File: config.mk
export PLATFORM = sky130hd
export DESIGN_NAME = tql_qcalc
export DESIGN_NICKNAME = d
export VERILOG_FILES = /design/src/hdl/tql_pkg.sv /design/src/hdl/tql_qcalc.sv
export SDC_FILE = /design/constraint.sdc
export NUM_CORES = 2
export LEC_CHECK = 0
export ABC_AREA = 1
export BUFFER_PORTS_ARGS = -buffer_cell sky130_fd_sc_hd__buf_2
export CAP_MARGIN = 30
export CELL_PAD_IN_SITES_DETAIL_PLACEMENT = 0
export CELL_PAD_IN_SITES_GLOBAL_PLACEMENT = 1
export CORE_MARGIN = 8
export CORE_UTILIZATION = 50
export CTS_CLUSTER_DIAMETER = 150
export DETAILED_ROUTE_END_ITERATION = 12
export PLACE_DENSITY = 0.85
export SETUP_SLACK_MARGIN = 0.05
export SYNTH_ARGS = -nofsm -noshare
export SYNTH_HDL_FRONTEND = slang
export SYNTH_SLANG_ARGS = --single-unit
export TNS_END_PERCENT = 50
File: constraint.sdc
create_clock -name clk -period 7.6 [get_ports clk]
set_input_delay 0.76 -clock clk [delete_from_list [all_inputs] [get_ports clk]]
set_output_delay 0.76 -clock clk [all_outputs]
set_load 0.02 [all_outputs]
File: src/hdl/tql_pkg.sv
`default_nettype none
package tql_pkg;

  // Field widths fixed by the item format
  localparam int ST_W  = 9;
  localparam int Q_W   = 32;
  localparam int CNT_W = 16;

  // Agent dimensions, tied to the field widths above
  localparam int NUM_STATES = 336;
  localparam int NEIGHBORS  = 8;
  localparam int HYS_STEPS  = 21;

  // Opcodes of an input item
  localparam logic [1:0] OP_WR_Q   = 2'd0;
  localparam logic [1:0] OP_WR_NB  = 2'd1;
  localparam logic [1:0] OP_WR_POL = 2'd2;
  localparam logic [1:0] OP_STEP   = 2'd3;

  // Result status codes
  localparam logic [1:0] STAT_DONE  = 2'd0;
  localparam logic [1:0] STAT_WROTE = 2'd1;
  localparam logic [1:0] STAT_NO_NB = 2'd2;

  // Configuration register indexes
  localparam logic [1:0] CFG_MODE  = 2'd0;
  localparam logic [1:0] CFG_START = 2'd1;
  localparam logic [1:0] CFG_ALPHA = 2'd2;
  localparam logic [1:0] CFG_GAMMA = 2'd3;

  // Reward weights and the floor of the best-Q search (Q16.16)
  localparam int DROP_WEIGHT = 10;
  localparam int PING_WEIGHT = 2;
  localparam logic signed [37:0] MAXQ_FLOOR_Q = -38'sd999999 * 38'sd65536;

  typedef struct packed {
    logic [1:0]              opcode;
    logic [ST_W-1:0]         row_state;
    logic [2:0]              slot;
    logic signed [Q_W-1:0]   q_word;
    logic [ST_W-1:0]         target_state;
    logic                    target_valid;
    logic [CNT_W-1:0]        handover_count;
    logic [CNT_W-1:0]        drop_count;
    logic [CNT_W-1:0]        pingpong_count;
    logic [2:0]              random_slot;
  } in_item_t;

  typedef struct packed {
    logic [1:0]              status;
    logic [ST_W-1:0]         new_state;
    logic [3:0]              trigger_index;
    logic [4:0]              hysteresis_index;
    logic signed [Q_W-1:0]   updated_q;
    logic [ST_W-1:0]         greedy_choice;
  } out_item_t;

  // Operands of one Q update
  typedef struct packed {
    logic [CNT_W-1:0]        handover_count;
    logic [CNT_W-1:0]        drop_count;
    logic [CNT_W-1:0]        pingpong_count;
    logic signed [37:0]      best;
    logic signed [Q_W-1:0]   old;
    logic [15:0]             alpha;
    logic [15:0]             gamma;
  } qc_req_t;

endpackage
`default_nettype wire

File: src/hdl/tql_qcalc.sv
`default_nettype none
module tql_qcalc import tql_pkg::*; (
  input  wire logic           clk,
  input  wire logic           rst_n,
  input  wire logic           go,
  input  wire qc_req_t        req,
  output logic                done,
  output logic signed [31:0]  nv
);

  logic [3:0]          vld_r;
  logic signed [21:0]  rwd_r;
  logic signed [54:0]  gprod_r;
  logic signed [31:0]  old_r;
  logic [15:0]         alpha_r;
  logic signed [39:0]  td_r;
  logic signed [56:0]  aprod_r;
  logic signed [31:0]  nv_r;

  logic [19:0]         pen;
  logic signed [21:0]  rwd;
  logic signed [54:0]  gprod;
  logic signed [54:0]  gsum;
  logic signed [54:0]  gsh;
  logic signed [39:0]  td;
  logic signed [56:0]  aprod;
  logic signed [56:0]  asum;
  logic signed [56:0]  ash;
  logic signed [42:0]  nvw;

  // Stage 1: reward and gamma * maxQ
  always_comb begin
    pen   = 20'(req.drop_count) * 20'(DROP_WEIGHT) + 20'(req.pingpong_count) * 20'(PING_WEIGHT);
    rwd   = $signed(22'(req.handover_count)) - $signed(22'(pen));
    gprod = $signed({1'b0, req.gamma}) * req.best;
  end

  // Stage 2: round gamma term, form temporal difference
  always_comb begin
    gsum = gprod_r + 55'sd32768;
    gsh  = gsum >>> 16;
    td   = (40'(rwd_r) <<< 16) + $signed(gsh[39:0]) - 40'(old_r);
  end

  // Stage 3: alpha * difference
  assign aprod = $signed({1'b0, alpha_r}) * td_r;

  // Stage 4: round, add, saturate
  always_comb begin
    asum = aprod_r + 57'sd32768;
    ash  = asum >>> 16;
    nvw  = 43'(old_r) + $signed(ash[42:0]);
  end

  always_ff @(posedge clk) begin
    if (!rst_n) begin
      vld_r <= '0;
    end else begin
      vld_r <= {vld_r[2:0], go};
    end
  end

  always_ff @(posedge clk) begin
    rwd_r   <= rwd;
    gprod_r <= gprod;
    if (go) begin
      old_r   <= req.old;
      alpha_r <= req.alpha;
    end
    td_r    <= td;
    aprod_r <= aprod;
    if (nvw > 43'sd2147483647) begin
      nv_r <= 32'sh7FFFFFFF;
    end else if (nvw < -43'sd2147483648) begin
      nv_r <= 32'sh80000000;
    end else begin
      nv_r <= $signed(nvw[31:0]);
    end
  end

  assign done = vld_r[3];
  assign nv   = nv_r;

endmodule
`default_nettype wire

==> metrics.txt <==
unrepaired setup endpoints after global routing false; Endpoint, Worst Hold rwd_r[0]; Slew HR 35.5%; remaining number of nets flagged by the antenna check after routing 0; worst reg-to-reg path cell count 22; number of optimization iterations in the first detailed-route pass 5; total of cells resized after clock tree synthesis 0; wire length of the first global-routing pass 274 mm; number of antenna violations at the first check in global routing 6; Die Footprint 0.131 mm²; worst min-delay path startpoint req[134]; CTS tree built; die outline width 362 µm; CTS clk-pin slew, worst paths 0.07 ns; placed inst area 0.0627 mm²; register-to-register setup slack 0.80 ns; DRC viols 0; crit share post-route 89.5%; CTS root buffer sky130_fd_sc_hd__clkbuf_16; DP Wirelength 145 mm; # IOs 186; portion of the post-synthesis area used by sequential elements 8.38%; footprint of the flip-flops and latches 0.00502 mm²; core footprint 0.119 mm²; Skew-Pair Late Insertion Delay 0.62 ns; Sinks on Clock Net 227; multi-input logic area 0.0452 mm²; required arrival time at the worst endpoint 8.04 ns; iteration-0 DRC count of the detailed router 2,777; fillers 11,700; worst min-delay path class in -> reg; cell taking the most area after synthesis sky130_fd_sc_hd__fa_1; Final min period 6.80 ns; total grt overflow 0; final standard cell count with taps included and fillers excluded 9,550; Final Slew Violations 0; Fin Clk Skew 0.0382 ns; RePlAce Congestion 0.927; leading post-synthesis cells by cell area sky130_fd_sc_hd__fa_1 40%, sky130_fd_sc_hd__inv_1 14%, sky130_fd_sc_hd__nand2_1 12%; Crit Reg-Reg Endpoint aprod_r[33]; Final Hold Violating Endpoints 0; hold-critical path depth 1; average cell area after synthesis 7.61 µm²; fmax 147 MHz; actual transition at the worst max-transition pin 0.967 ns; vias post-DR 47,981; proportion of netlist area held by the largest area contributor 40.0%; net count after synthesis 9,641; TritonCTS Buffers 27; via count of the first global-routing pass 51,739; number of warning messages in the yosys log 0; kind of start point of the critical path flip-flop; post-placement cell count 9,492; Routed WL 169 mm; number of buffers added on ports 185; run status finished, final reports clean; flop and latch count out of synthesis 227; combined area of all synthesized cells 0.0600 mm²; Final Net Count 9,675; data arrival time of the critical path 7.24 ns; DR WL/cell 17.7 µm; H-tree levels 1; dominant register cell in the synthesized netlist sky130_fd_sc_hd__dfxtp_1; standard-cell row count 127; effective utilization at floorplan 50.2%; global routing usage summed across all routing layers 25.9%; share of post-route cells with drive strength above 1 5.33%; Area growth syn-to-layout 6.06%; type of the worst setup path reg -> reg; buffer count from post-CTS setup fixing 0; Crit Path Max Fanout 23; distinct cell type count of the synthesized netlist 53; routed vias/inst 5.02; post-synthesis instance total 7,876; setup TNS after final layout 0 ns; post-cts hold buffer count 0; number of max-cap violations 0; final std cell area, no fill 0.0636 mm²; maximum number of pins on one net before global-route repair 50; hold slack final 0.272 ns; Final setup viols 0; critical path endpoint category flip-flop; Async SR Flop Fraction 0%; number of synthesized flops with an enable pin 48; number of buffers on the longest clock path 3; height of the die 362 µm; start of the worst register-to-register path alpha_r[2]
## sequential cells by signal, indices dropped and copies added (netlist names)
register  cells
gprod_r      40
rwd_r        21
old_r        32
alpha_r      16
td_r         40
vld_r         4
nv           32
aprod_r      42
## how the worst max path moves through the flow
stage / to / slack (ns) / from
2_1_floorplan: gprod_r[54] / 1.47 / req[101]
3_3_place_gp: gprod_r[49] / 0.34 / req[6]
3_5_place_dp: gprod_r[49] / 0.33 / req[6]
4_1_cts: aprod_r[33] / 0.85 / alpha_r[2]
5_1_grt: aprod_r[33] / 0.54 / alpha_r[2]
6_report: aprod_r[33] / 0.80 / alpha_r[2]
## cells in the final DEF, fill, tap and decap left out, types with 24 or more instances in the layout
cell type	n
sky130_fd_sc_hd__nor2_1	342
sky130_fd_sc_hd__edfxtp_1	48
sky130_fd_sc_hd__dfxtp_1	179
sky130_fd_sc_hd__nand2_1	1990
sky130_fd_sc_hd__ha_1	414
sky130_fd_sc_hd__clkbuf_16	27
sky130_fd_sc_hd__nand3_1	112
sky130_fd_sc_hd__a31oi_1	50
sky130_fd_sc_hd__buf_2	185
sky130_fd_sc_hd__xnor2_1	103
sky130_fd_sc_hd__nand4_1	24
sky130_fd_sc_hd__buf_4	98
sky130_fd_sc_hd__nand2_2	27
sky130_fd_sc_hd__xor2_1	160
sky130_fd_sc_hd__o21ai_0	141
sky130_fd_sc_hd__nor3_1	41
sky130_fd_sc_hd__inv_1	2288
sky130_fd_sc_hd__fa_1	1198
sky130_fd_sc_hd__a21oi_1	271
## stage by stage
stage                     utilization (%)  worst slack, ns
after floorplan                         -             1.47
after global placement               52.4            0.339
after detailed placement             52.4            0.334
after CTS                            53.2            0.845
after global routing                 53.2            0.542
final                                53.2            0.801
## metal layers
metal  global-route usage [%]  part of all wire [%]  vias up  routed length, µm
met3                     1.98                   4.6      298               7730
li1                         -                     -    22682                  -
met2                     48.0                    51     1284              86300
met1                     32.4                    41    23715              69400
met5                        0                0.0041        -                  7
met4                     7.38                   3.2        2               5330
## Yosys cell counts, drive strengths merged, types with 5 or more instances
cell type / number
inv: 2292
nand2: 2020
fa: 1198
ha: 414
nor2: 368
a21oi: 271
clkbuf: 264
dfxtp: 179
xor2: 160
o21ai: 143
nand3: 128
xnor2: 104
a31oi: 50
edfxtp: 48
nor3: 43
nand4: 26
nor4: 26
a21o: 23
buf: 22
o21bai: 21
o21a: 14
and3: 12
a21boi: 7
nand3b: 7
o211ai: 6
a211oi: 5
## kinds of logic after synthesis
| group | count (synthesis) | share of synthesized area, % |
|---|---|---|
| buffers and inverters | 2579 | 16.2 |
| DFF | 227 | 8.38 |
| AOI/OAI and AO/OA | 557 | 5.16 |
| and+or+nand+nor | 2637 | 17.7 |
| xor gates and xnor gates | 264 | 3.87 |
| adders and majority gates | 1612 | 48.6 |
## cell type report
type,instances,share of cell area (%)
inverters,2293,13.5
clock buffers,34,1.15
multi-input cells,5070,71.1
flip-flops and latches,227,7.90
clock inverters,16,0.269
well taps,1612,3.17
repair buffers,291,2.88
diodes,7,0.0275
## critical path: stages, from the launching register on
cell and delay, ns:
sky130_fd_sc_hd__edfxtp_1 0.99, sky130_fd_sc_hd__buf_12 0.26, sky130_fd_sc_hd__nand2_1 0.10, sky130_fd_sc_hd__fa_1 0.54
sky130_fd_sc_hd__fa_1 0.52, sky130_fd_sc_hd__fa_1 0.52, sky130_fd_sc_hd__inv_1 0.05, sky130_fd_sc_hd__fa_1 0.52
sky130_fd_sc_hd__fa_1 0.51, sky130_fd_sc_hd__inv_1 0.05, sky130_fd_sc_hd__fa_1 0.48, sky130_fd_sc_hd__inv_1 0.05
sky130_fd_sc_hd__ha_1 0.36, sky130_fd_sc_hd__nand2_1 0.13, sky130_fd_sc_hd__nor2_1 0.17, sky130_fd_sc_hd__inv_1 0.06
sky130_fd_sc_hd__nor2_1 0.13, sky130_fd_sc_hd__and3_1 0.22, sky130_fd_sc_hd__a21oi_1 0.10, sky130_fd_sc_hd__inv_1 0.12
sky130_fd_sc_hd__a21oi_1 0.10, sky130_fd_sc_hd__o21ai_0 0.21, sky130_fd_sc_hd__xor2_1 0.41
Power is left out: the tool's default activity adds up to more than one toggle a clock period on the data nets, which glitch-free logic cannot reach.
